## src/rtl/sha256_pkg.sv

```systemverilog
// Shared types, constants and helper functions for the SHA-256 digest block.
package sha256_pkg;

    // Eight 32-bit words, element 0 first (chain value a..h order)
    typedef logic [0:7][31:0] t_words8;

    // Sixteen-word message window, element 15 holds the oldest word
    typedef logic [15:0][31:0] t_win;

    // Sequencer states
    typedef enum logic [2:0] {
        ST_IDLE,
        ST_PAD,
        ST_ROUND,
        ST_FOLD,
        ST_OUT
    } t_state;

    localparam logic [7:0] PAD_MARK = 8'h80;
    localparam logic [5:0] LEN_POS  = 6'd56;
    localparam logic [5:0] LAST_POS = 6'd63;
    localparam logic [5:0] LAST_RND = 6'd63;
    localparam logic [2:0] LAST_IDX = 3'd7;

    localparam t_words8 H_INIT = '{
        32'h6a09e667, 32'hbb67ae85, 32'h3c6ef372, 32'ha54ff53a,
        32'h510e527f, 32'h9b05688c, 32'h1f83d9ab, 32'h5be0cd19
    };

    // Rotate right by a fixed amount
    function automatic logic [31:0] ror(input logic [31:0] v, input int unsigned s);
        return (v >> s) | (v << (32 - s));
    endfunction

    // Round constant lookup
    function automatic logic [31:0] round_k(input logic [5:0] i);
        logic [31:0] k;
        unique case (i)
            6'd0:  k = 32'h428a2f98;  6'd1:  k = 32'h71374491;
            6'd2:  k = 32'hb5c0fbcf;  6'd3:  k = 32'he9b5dba5;
            6'd4:  k = 32'h3956c25b;  6'd5:  k = 32'h59f111f1;
            6'd6:  k = 32'h923f82a4;  6'd7:  k = 32'hab1c5ed5;
            6'd8:  k = 32'hd807aa98;  6'd9:  k = 32'h12835b01;
            6'd10: k = 32'h243185be;  6'd11: k = 32'h550c7dc3;
            6'd12: k = 32'h72be5d74;  6'd13: k = 32'h80deb1fe;
            6'd14: k = 32'h9bdc06a7;  6'd15: k = 32'hc19bf174;
            6'd16: k = 32'he49b69c1;  6'd17: k = 32'hefbe4786;
            6'd18: k = 32'h0fc19dc6;  6'd19: k = 32'h240ca1cc;
            6'd20: k = 32'h2de92c6f;  6'd21: k = 32'h4a7484aa;
            6'd22: k = 32'h5cb0a9dc;  6'd23: k = 32'h76f988da;
            6'd24: k = 32'h983e5152;  6'd25: k = 32'ha831c66d;
            6'd26: k = 32'hb00327c8;  6'd27: k = 32'hbf597fc7;
            6'd28: k = 32'hc6e00bf3;  6'd29: k = 32'hd5a79147;
            6'd30: k = 32'h06ca6351;  6'd31: k = 32'h14292967;
            6'd32: k = 32'h27b70a85;  6'd33: k = 32'h2e1b2138;
            6'd34: k = 32'h4d2c6dfc;  6'd35: k = 32'h53380d13;
            6'd36: k = 32'h650a7354;  6'd37: k = 32'h766a0abb;
            6'd38: k = 32'h81c2c92e;  6'd39: k = 32'h92722c85;
            6'd40: k = 32'ha2bfe8a1;  6'd41: k = 32'ha81a664b;
            6'd42: k = 32'hc24b8b70;  6'd43: k = 32'hc76c51a3;
            6'd44: k = 32'hd192e819;  6'd45: k = 32'hd6990624;
            6'd46: k = 32'hf40e3585;  6'd47: k = 32'h106aa070;
            6'd48: k = 32'h19a4c116;  6'd49: k = 32'h1e376c08;
            6'd50: k = 32'h2748774c;  6'd51: k = 32'h34b0bcb5;
            6'd52: k = 32'h391c0cb3;  6'd53: k = 32'h4ed8aa4a;
            6'd54: k = 32'h5b9cca4f;  6'd55: k = 32'h682e6ff3;
            6'd56: k = 32'h748f82ee;  6'd57: k = 32'h78a5636f;
            6'd58: k = 32'h84c87814;  6'd59: k = 32'h8cc70208;
            6'd60: k = 32'h90befffa;  6'd61: k = 32'ha4506ceb;
            6'd62: k = 32'hbef9a3f7;  6'd63: k = 32'hc67178f2;
            default: k = 32'h0;
        endcase
        return k;
    endfunction

endpackage

```

## src/rtl/sha256_round.sv

```systemverilog
// One SHA-256 round plus one message schedule expansion step.
module sha256_round (
    input  sha256_pkg::t_words8 i_vars,  // working variables a..h
    input  sha256_pkg::t_win    i_win,   // schedule window, oldest word at 15
    input  logic [31:0]         i_k,     // round constant
    output sha256_pkg::t_words8 o_vars,  // working variables after the round
    output logic [31:0]         o_wnew   // schedule word sixteen rounds ahead
);

    logic [31:0] wt, w1, w9, w14;
    logic [31:0] sig0, sig1, ssum0, ssum1, ch, maj, t1, t2;

    // Tap the window at the schedule offsets
    assign wt  = i_win[15];
    assign w1  = i_win[14];
    assign w9  = i_win[6];
    assign w14 = i_win[1];

    // Expand the next schedule word
    assign sig0 = sha256_pkg::ror(w1, 7) ^ sha256_pkg::ror(w1, 18) ^ (w1 >> 3);
    assign sig1 = sha256_pkg::ror(w14, 17) ^ sha256_pkg::ror(w14, 19) ^ (w14 >> 10);
    assign o_wnew = wt + sig0 + w9 + sig1;

    // Compression round
    assign ssum1 = sha256_pkg::ror(i_vars[4], 6) ^ sha256_pkg::ror(i_vars[4], 11)
                 ^ sha256_pkg::ror(i_vars[4], 25);
    assign ch    = (i_vars[4] & i_vars[5]) ^ (~i_vars[4] & i_vars[6]);
    assign ssum0 = sha256_pkg::ror(i_vars[0], 2) ^ sha256_pkg::ror(i_vars[0], 13)
                 ^ sha256_pkg::ror(i_vars[0], 22);
    assign maj   = (i_vars[0] & i_vars[1]) ^ (i_vars[0] & i_vars[2])
                 ^ (i_vars[1] & i_vars[2]);
    assign t1    = i_vars[7] + ssum1 + ch + i_k + wt;
    assign t2    = ssum0 + maj;

    // Rotate the working variables
    always_comb begin
        o_vars[7] = i_vars[6];
        o_vars[6] = i_vars[5];
        o_vars[5] = i_vars[4];
        o_vars[4] = i_vars[3] + t1;
        o_vars[3] = i_vars[2];
        o_vars[2] = i_vars[1];
        o_vars[1] = i_vars[0];
        o_vars[0] = t1 + t2;
    end

endmodule

```

## src/rtl/sha256_message_digest.sv

```systemverilog
// Top level of the SHA-256 digest block: byte intake, padding, round sequencer, output.
//
// Message bytes are taken one per cycle and shifted into a 64-byte window; the
// 64th byte of a block starts compression, which holds tready low through the
// 64 rounds in the single shared round unit and the fold of the working
// variables into the chain value. An end-of-message transfer starts padding,
// which writes one pad byte per cycle up to the end of the block (two blocks
// when 56 or more bytes are pending), compresses each padded block, then
// presents the eight digest words, most significant first, one per output
// transfer; the block then takes a new message. The end-of-message latency is
// set by the padding sequence, the compression of each padded block and the
// output transfers.
module sha256_message_digest (
    input  logic        i_clk,
    input  logic        i_rst_n,
    input  logic        s_axis_tvalid,
    output logic        s_axis_tready,
    input  logic [7:0]  s_axis_tdata,   // [7:0] message_byte
    input  logic        s_axis_tuser,   // [0] kind: 0 = byte, 1 = end of message
    output logic        m_axis_tvalid,
    input  logic        m_axis_tready,
    output logic [31:0] m_axis_tdata,   // [31:0] digest_word
    output logic [2:0]  m_axis_tuser,   // [2:0] word_index
    output logic        m_axis_tlast    // last digest word
);

    sha256_pkg::t_state  r_state, n_state;
    sha256_pkg::t_words8 r_chain, r_vars, round_vars;
    sha256_pkg::t_win    r_win;
    logic [60:0]         r_count;
    logic [5:0]          r_pos;
    logic [5:0]          r_rnd;
    logic [2:0]          r_idx;
    logic                r_pad;
    logic                r_first;
    logic                r_two;
    logic                r_final;
    logic [31:0]         wnew;
    logic [63:0]         bit_len;
    logic [7:0]          pad_byte;
    logic                in_xfer, out_xfer;

    assign in_xfer  = s_axis_tvalid && s_axis_tready;
    assign out_xfer = m_axis_tvalid && m_axis_tready;

    // Shared round unit
    sha256_round u_round (
        .i_vars (r_vars),
        .i_win  (r_win),
        .i_k    (sha256_pkg::round_k(r_rnd)),
        .o_vars (round_vars),
        .o_wnew (wnew)
    );

    // Select the next pad byte: marker, zero fill or big-endian bit length
    assign bit_len = {r_count, 3'b000};
    always_comb begin
        if (r_first) begin
            pad_byte = sha256_pkg::PAD_MARK;
        end else if (r_pos >= sha256_pkg::LEN_POS && !r_two) begin
            pad_byte = bit_len[{~r_pos[2:0], 3'b000} +: 8];
        end else begin
            pad_byte = 8'h00;
        end
    end

    // Next state
    always_comb begin
        n_state = r_state;
        unique case (r_state)
            sha256_pkg::ST_IDLE: begin
                if (in_xfer) begin
                    if (s_axis_tuser) begin
                        n_state = sha256_pkg::ST_PAD;
                    end else if (r_pos == sha256_pkg::LAST_POS) begin
                        n_state = sha256_pkg::ST_ROUND;
                    end
                end
            end
            sha256_pkg::ST_PAD: begin
                if (r_pos == sha256_pkg::LAST_POS) begin
                    n_state = sha256_pkg::ST_ROUND;
                end
            end
            sha256_pkg::ST_ROUND: begin
                if (r_rnd == sha256_pkg::LAST_RND) begin
                    n_state = sha256_pkg::ST_FOLD;
                end
            end
            sha256_pkg::ST_FOLD: begin
                priority if (r_final) begin
                    n_state = sha256_pkg::ST_OUT;
                end else if (r_pad) begin
                    n_state = sha256_pkg::ST_PAD;
                end else begin
                    n_state = sha256_pkg::ST_IDLE;
                end
            end
            sha256_pkg::ST_OUT: begin
                if (out_xfer && r_idx == sha256_pkg::LAST_IDX) begin
                    n_state = sha256_pkg::ST_IDLE;
                end
            end
            default: n_state = sha256_pkg::ST_IDLE;
        endcase
    end

    // Handshake outputs
    always_comb begin
        s_axis_tready = (r_state == sha256_pkg::ST_IDLE);
        m_axis_tvalid = (r_state == sha256_pkg::ST_OUT);
    end

    assign m_axis_tdata = r_chain[r_idx];
    assign m_axis_tuser = r_idx;
    assign m_axis_tlast = (r_idx == sha256_pkg::LAST_IDX);

    // Hold state register
    always_ff @(posedge i_clk) begin
        if (!i_rst_n) begin
            r_state <= sha256_pkg::ST_IDLE;
        end else begin
            r_state <= n_state;
        end
    end

    // Control registers and chain value
    always_ff @(posedge i_clk) begin
        if (!i_rst_n) begin
            r_chain <= sha256_pkg::H_INIT;
            r_count <= '0;
            r_pos   <= '0;
            r_rnd   <= '0;
            r_idx   <= '0;
            r_pad   <= 1'b0;
            r_first <= 1'b0;
            r_two   <= 1'b0;
            r_final <= 1'b0;
        end else begin
            unique case (r_state)
                sha256_pkg::ST_IDLE: begin
                    r_rnd <= '0;
                    if (in_xfer) begin
                        if (s_axis_tuser) begin
                            r_pad   <= 1'b1;
                            r_first <= 1'b1;
                            r_two   <= (r_pos >= sha256_pkg::LEN_POS);
                        end else begin
                            r_count <= r_count + 61'd1;
                            r_pos   <= r_pos + 6'd1;
                            r_final <= 1'b0;
                        end
                    end
                end
                sha256_pkg::ST_PAD: begin
                    r_rnd   <= '0;
                    r_first <= 1'b0;
                    r_pos   <= r_pos + 6'd1;
                    if (r_pos == sha256_pkg::LAST_POS) begin
                        r_final <= !r_two;
                        r_two   <= 1'b0;
                    end
                end
                sha256_pkg::ST_ROUND: begin
                    r_rnd <= r_rnd + 6'd1;
                end
                sha256_pkg::ST_FOLD: begin
                    for (int i = 0; i < 8; i++) begin
                        r_chain[i] <= r_chain[i] + r_vars[i];
                    end
                    r_idx <= '0;
                end
                sha256_pkg::ST_OUT: begin
                    if (out_xfer) begin
                        r_idx <= r_idx + 3'd1;
                        if (r_idx == sha256_pkg::LAST_IDX) begin
                            r_chain <= sha256_pkg::H_INIT;
                            r_count <= '0;
                            r_pad   <= 1'b0;
                            r_final <= 1'b0;
                        end
                    end
                end
                default: r_rnd <= '0;
            endcase
        end
    end

    // Window and working variables: shift bytes in, then advance one round a cycle
    always_ff @(posedge i_clk) begin
        unique case (r_state)
            sha256_pkg::ST_IDLE: begin
                r_vars <= r_chain;
                if (in_xfer && !s_axis_tuser) begin
                    r_win <= {r_win[15][23:0], r_win[14:0], s_axis_tdata};
                end
            end
            sha256_pkg::ST_PAD: begin
                r_vars <= r_chain;
                r_win  <= {r_win[15][23:0], r_win[14:0], pad_byte};
            end
            sha256_pkg::ST_ROUND: begin
                r_vars <= round_vars;
                r_win  <= {r_win[14:0], wnew};
            end
            sha256_pkg::ST_FOLD: begin
                r_vars <= r_vars;
            end
            sha256_pkg::ST_OUT: begin
                r_vars <= r_chain;
            end
            default: r_vars <= r_chain;
        endcase
    end

endmodule

```

## config.mk

```make
export PLATFORM = sky130hd
export DESIGN_NAME = sha256_message_digest
export DESIGN_NICKNAME = d
export VERILOG_FILES = /design/src/rtl/sha256_pkg.sv /design/src/rtl/sha256_round.sv /design/src/rtl/sha256_message_digest.sv
export SDC_FILE = /design/constraint.sdc
export NUM_CORES = 2
export LEC_CHECK = 0
export CORE_MARGIN = 3
export CORE_UTILIZATION = 35
export CTS_BUF_LIST = sky130_fd_sc_hd__clkbuf_4
export DETAILED_ROUTE_END_ITERATION = 10
export DONT_BUFFER_PORTS = 1
export PLACE_DENSITY = 0.58
export SYNTH_ARGS = -nofsm -noshare
export SYNTH_HDL_FRONTEND = slang
export SYNTH_SLANG_ARGS = --single-unit
```

## constraint.sdc

```tcl
create_clock -name i_clk -period 23.5 [get_ports i_clk]
set_input_delay 1.175 -clock i_clk [delete_from_list [all_inputs] [get_ports i_clk]]
set_output_delay 1.175 -clock i_clk [all_outputs]
set_load 0.02 [all_outputs]
```

# Word-level counts from Yosys, hierarchy flattened
# Memories as Yosys holds them, arrays and structs flattened. A register that Yosys moved wholly into a read port is not among the register bits.
# Cells that the tools add are included.
# totals
register_bits	1107
rom_bits	2048
in_bits	13
elab_cells	182
mem_count	1
# mem_list
name	words	word_bits	read_ports	rd_clocked_by_memory_dff	wr	line	rtl
(no name shown)	64	32	1	1	0	sha256_pkg.sv:38	unique case (i)
# op_classes
n_addsub	22
n_lt_le_gt_ge	2
eq_ne	16
shift	1
muxes	46
bitwise	29
n_reduce_logical	24
# op_table
op	n
case mux 512 bit (3 select lines)	1
case mux 256 bit (2 select lines)	2
adder 32 bit	18
two-way mux 256 bit	2
two-way mux 512 bit	1
bitwise XOR 32 bit	9
two-way mux 61 bit	4
bitwise AND 32 bit	5
case mux 61 bit (2 select lines)	1
binary-select mux 32 bit (select 3 bit)	1
two-way mux 32 bit	2
variable part select 64 x 7 -> 8 bit	1
adder 61 x 1 -> 61 bit, second input constant	1
NOT 32 bit	1
bitwise OR 10 x 32 -> 32 bit	1
bitwise OR 13 x 32 -> 32 bit	1
bitwise OR 14 x 32 -> 32 bit	1
bitwise OR 15 x 32 -> 32 bit	1
bitwise OR 19 x 32 -> 32 bit	1
bitwise OR 21 x 32 -> 32 bit	1
bitwise OR 25 x 32 -> 32 bit	1
bitwise OR 26 x 32 -> 32 bit	1
bitwise OR 30 x 32 -> 32 bit	1
bitwise OR 7 x 32 -> 32 bit	1
other kinds (34)	81

# Longest topological paths before layout
# depth
depth_word	9
ltp_mapped	33
ltp_nobuf	32

# Cells and area by module
# A second synthesis with hierarchy kept.
# unflattened
cells_unflattened	7146
hier_area_um2	76709.8
# by_module_without_submodules
mod	n_inst	cells_each	area_per_inst_um2
sha256_message_digest	1	5281	61426.4
sha256_round	1	1865	15283.4

# Worst setup path before layout
# Ideal clock, no wire load.
# synth_timing
path_kind	input to register
start	input s_axis_tvalid
end	register r_win[0] in the netlist's numbering (enable)
setup_ps	976
arrival_ps	13691
required_time_ps	22524
slack_ps	8833
stages	2
n_path_buf	0
path_cell_list	nor2b_1 -> o31a_1
# synth_via
elab_chain_len	4
# synth_lines
item	line	rtl
start: declaration	sha256_message_digest.sv:16	input logic s_axis_tvalid,
logical AND 1 bit	sha256_message_digest.sv:43	assign in_xfer = s_axis_tvalid && s_axis_tready;
logical AND 1 bit	sha256_message_digest.sv:194	if (in_xfer && !s_axis_tuser) begin
inequality test 2 x 1 -> 1 bit (no line)	-	
AND reduction 2 bit (no line)	-	
end signal: assignment	sha256_message_digest.sv:195	r_win <= {r_win[15][23:0], r_win[14:0], s_axis_tdata};
end signal: assignment	sha256_message_digest.sv:200	r_win <= {r_win[15][23:0], r_win[14:0], pad_byte};
end signal: assignment	sha256_message_digest.sv:204	r_win <= {r_win[14:0], wnew};
end: declaration	sha256_message_digest.sv:29	sha256_pkg::t_win r_win;
# Every way passes these cells.
# A chain may end at the register's enable or synchronous reset.

# Worst setup path in the final report
# layout_timing
start	register r_vars[98] in the netlist's numbering
end	register r_vars[255] in the netlist's numbering (data pin)
# layout_via
elab_chain_len	9
elab_cells_between_ends	15
cone_classes	5 x add/sub; 1 x mux; 9 x bitwise
# layout_lines
item	line	rtl
start: declaration	sha256_message_digest.sv:28	sha256_pkg::t_words8 r_chain, r_vars, round_vars;
start signal: assignment	sha256_message_digest.sv:193	r_vars <= r_chain;
start signal: assignment	sha256_message_digest.sv:199	r_vars <= r_chain;
start signal: assignment	sha256_message_digest.sv:203	r_vars <= round_vars;
bitwise OR 21 x 32 -> 32 bit or bitwise OR 26 x 32 -> 32 bit (tied branches)	sha256_pkg.sv:32	return (v >> s) | (v << (32 - s));
bitwise XOR 32 bit	sha256_round.sv:25	assign ssum1 = sha256_pkg::ror(i_vars[4], 6) ^ sha256_pkg::ror(i_vars[4], 11)
bitwise XOR 32 bit	sha256_round.sv:26	^ sha256_pkg::ror(i_vars[4], 25);
adder 32 bit	sha256_round.sv:32	assign t1 = i_vars[7] + ssum1 + ch + i_k + wt;
adder 32 bit (*) (3 in a row)	sha256_round.sv:32	
adder 32 bit (*)	sha256_round.sv:44	o_vars[0] = t1 + t2;
case mux 256 bit (2 select lines) (*)	sha256_message_digest.sv:191	unique case (r_state)
# Every way passes the cells marked *; elsewhere a longest branch is shown, timed or not.

==> impl_metrics.yaml <==
yosys:
  synth-seq-area-share: 0.4035
  yosysWarnings: 0
  synth_area_leaders: "edfxtp_1, nand2_1, dfxtp_1"
  synthCells: 8550
  synth_nets: 9152
  synth_edf_count: 768
  synth_cell_types: 86
  avgSynthCellArea_um2: 8.838
  synthesis.area_um2: 75570
  async_flop_share: 0
  ys_ff_latch: 1139
  ys.flop_type: "edfxtp_1"
  synth_top_area_share: 0.3052
  synth_top_cell_by_area: "edfxtp_1"
flow_run:
  maxCapViolCount: 0
critical_path:
  worst_r2r_startpoint: "r_vars[98]"
  rr_worst_depth: 32
  path_class: "reg2reg"
  cp-end-kind: "flip-flop"
  critPathSlowestCell: "edfxtp_1"
  arrival_ns: 9.40
  crit_top_cell: "a21o_1"
  startpoint_type: "flip-flop"
  r2r_end: "r_vars[255]"
  critPathRequiredTime_ns: 24.47
  reg2reg_setup_slack_ns: 15.07
  worstPathMaxFanout: 6
  cp_slowest_stage_delay_ns: 0.56
floorplanning:
  die_x_um: 470.7
  io_pins: 51
  die_h_um: 470.7
  coreArea_um2: 213400
  die_area_um2: 221500
  initial_core_util: 0.3542
  rows: 169
clock_network:
  cts.sinks: 1139
  cts_made_buffers: 337
  root_buffer: "clkbuf_4"
  clkSlewWorstSetupHoldPaths_ns: 0.07
  cts_tree: "yes"
  post_cts_buffers: 0
  htreeDepth: 5
  cts_max_path_buffers: 4
  clock_latency_ns: 1.39
placed_design:
  dpl.hpwl_mm: 178.7
  gp_congestion: 0.9570
  place_area_um2: 78010
  portBuffers: 0
global_routing:
  grt_overflow: 0
  grt_pass1_vias: 59410
  antenna_found_initial: 7
  grt.total_usage: 0.2202
  grt_max_degree: 255
  grt_pass1_wl_mm: 374.6
outcome:
  status: "complete, no violations"
sta:
  slew-limit-headroom: 0.06650
  setup_tns_ns: 0
  tightestPinTransition_ns: 1.383
  rsz0062_at_grt: "false"
  period_share: 0.3589
  setup_viol: 0
  hold_viol_final: 0
  skew_ns: 0.1538
  max_freq_ghz: 0.1186
  fin_crit_ns: 8.433
  final_max_slew_viol_count: 0
power_and_ir_drop:
  switchingPower_mw: 1.264
  p_seq_frac: 0.484
  sw_frac_of_total: 0.2727
  internal_power_mw: 3.370
  total_power_mw: 4.634
  combPwrFrac: 0.103
  cellPowerDensity_nw_per_um2: 56.34
  p_leak_nw: 34.56
  vdd_drop_max_mv: 0.04897
  clkPwrFrac: 0.413
route:
  viasPerCell: 5.381
  drc: 0
  wl_per_cell_um: 21.75
  drtPass1Iterations: 6
  detail-route-antenna-nets: 0
  first_iter_violations: 6349
  dr_total_vias: 62190
  route.final.wire_length_mm: 251.4
layout:
  nets: 9096
  drive_above_1_share: 0.08836
  syn2layout_area_growth_pct: 8.842
  final_cell_mix: "nand2_1, edfxtp_1, inv_1, o21ai_0, clkbuf_4"
  layout_commonest_cell: "nand2_1"
  design_area_um2: 82250
min_path:
  min_from: "s_axis_tdata[6]"
  hold_class: "in2reg"
  holdPathStages: 2
  min_to: "r_win[6]"
==> through the flow <==
stage	hold WS (ns)	util	cells	setup slack (ns)
after floorplan	0.4369	-	8550	8.833
after CTS	0.0004674	0.3854	11550	15.13
after global routing	0.006235	0.3855	11560	14.62
after detailed placement	0.4702	0.3657	10970	15.35
final	0.1868	0.3855	11560	15.07
after global placement	0.4547	0.3657	10970	15.29
==> final cells by class <==
cell class / instances / area, um2
inverter: 533 / 2011
clock inverter: 59 / 290.3
sequential: 1139 / 30500
tap: 2821 / 3530
fill: 21570 / 131100
clock buffer: 512 / 3844
multi-input combinational: 6407 / 41400
timing repair buffer: 76 / 653.1
antenna: 9 / 22.52
==> worst max-delay path, delay by kind of cell, from the launching register on <==
kind,cells,cell delay [ns]
AO/OA/AOI/OAI,19,4.33
XOR/XNOR,2,0.43
adder cells (fa/ha/maj),6,2.27
buffers and inverters,4,0.21
flip-flops,1,0.56
multiplexers,1,0.21
==> flip-flops by register name (all words and copies together), names as in the netlist <==
| register | cells |
|---|---|
| r_vars | 256 |
| u_round.i_k | 32 |
| r_two | 1 |
| m_axis_tuser | 3 |
| r_pos | 6 |
| r_win | 512 |
| r_first | 1 |
| r_rnd | 6 |
| r_final | 1 |
| r_chain | 256 |
| r_pad | 1 |
| r_state | 3 |
| r_count | 61 |
==> metal layers <==
layer  wire length [um]  track usage
met4               6971      0.06901
met1             113900       0.3138
met2             109400       0.3313
met5                 32            0
met3              20960      0.04833
==> power by group through the flow <==
stage	registers, mW	clock network, mW	logic [mW]
floorplan	2.30	0	0.311
global placement	2.28	0	0.452
detailed placement	2.28	0	0.457
CTS	2.24	1.98	0.467
global route	2.25	2.09	0.523
finish	2.24	1.91	0.479
==> timing repair <==
item	in CTS	in global routing
hold buffers	6	0
endpoints found under the hold margin	102	0
setup endpoints to repair	0	0
gates resized for setup	0	0
==> worst max-delay path by stage <==
stage                     slack [ns]          end     startpoint
final                          15.07  r_vars[255]     r_vars[98]
after global routing           14.62  r_vars[255]     r_vars[98]
after CTS                      15.13  r_vars[255]     r_vars[98]
after detailed placement       15.35  r_vars[255]     r_vars[98]
after global placement         15.29  r_vars[255]     r_vars[98]
after floorplan                 8.83     r_win[0]  s_axis_tvalid
==> synth_stat cells (47+ instances only) <==
cell type  number
inv_1         527
o22ai_1        95
o21a_1         57
ha_1          394
a31oi_1        56
nor2_1        424
xor2_1        251
clkbuf_1      434
nand3_1       108
nand2_1      2346
o21ai_0       530
a21o_1        215
a21oi_1       450
mux4_2         77
dfxtp_1       371
edfxtp_1      768
a211oi_1       47
xnor2_1       379
nor3_1         59
nand2b_1       64
a22oi_1        64
o21bai_1       59
fa_1          195
==> logic make-up after synthesis <==
group / share of synthesized area
and+or+nand+nor: 0.1729
AOI/OAI and AO/OA: 0.1481
muxes: 0.03467
DFF: 0.4035
adders and majority gates: 0.1173
xor gates and xnor gates: 0.07362
buffers and inverters: 0.04994
Note: power is estimated with default switching activity, not from simulation.
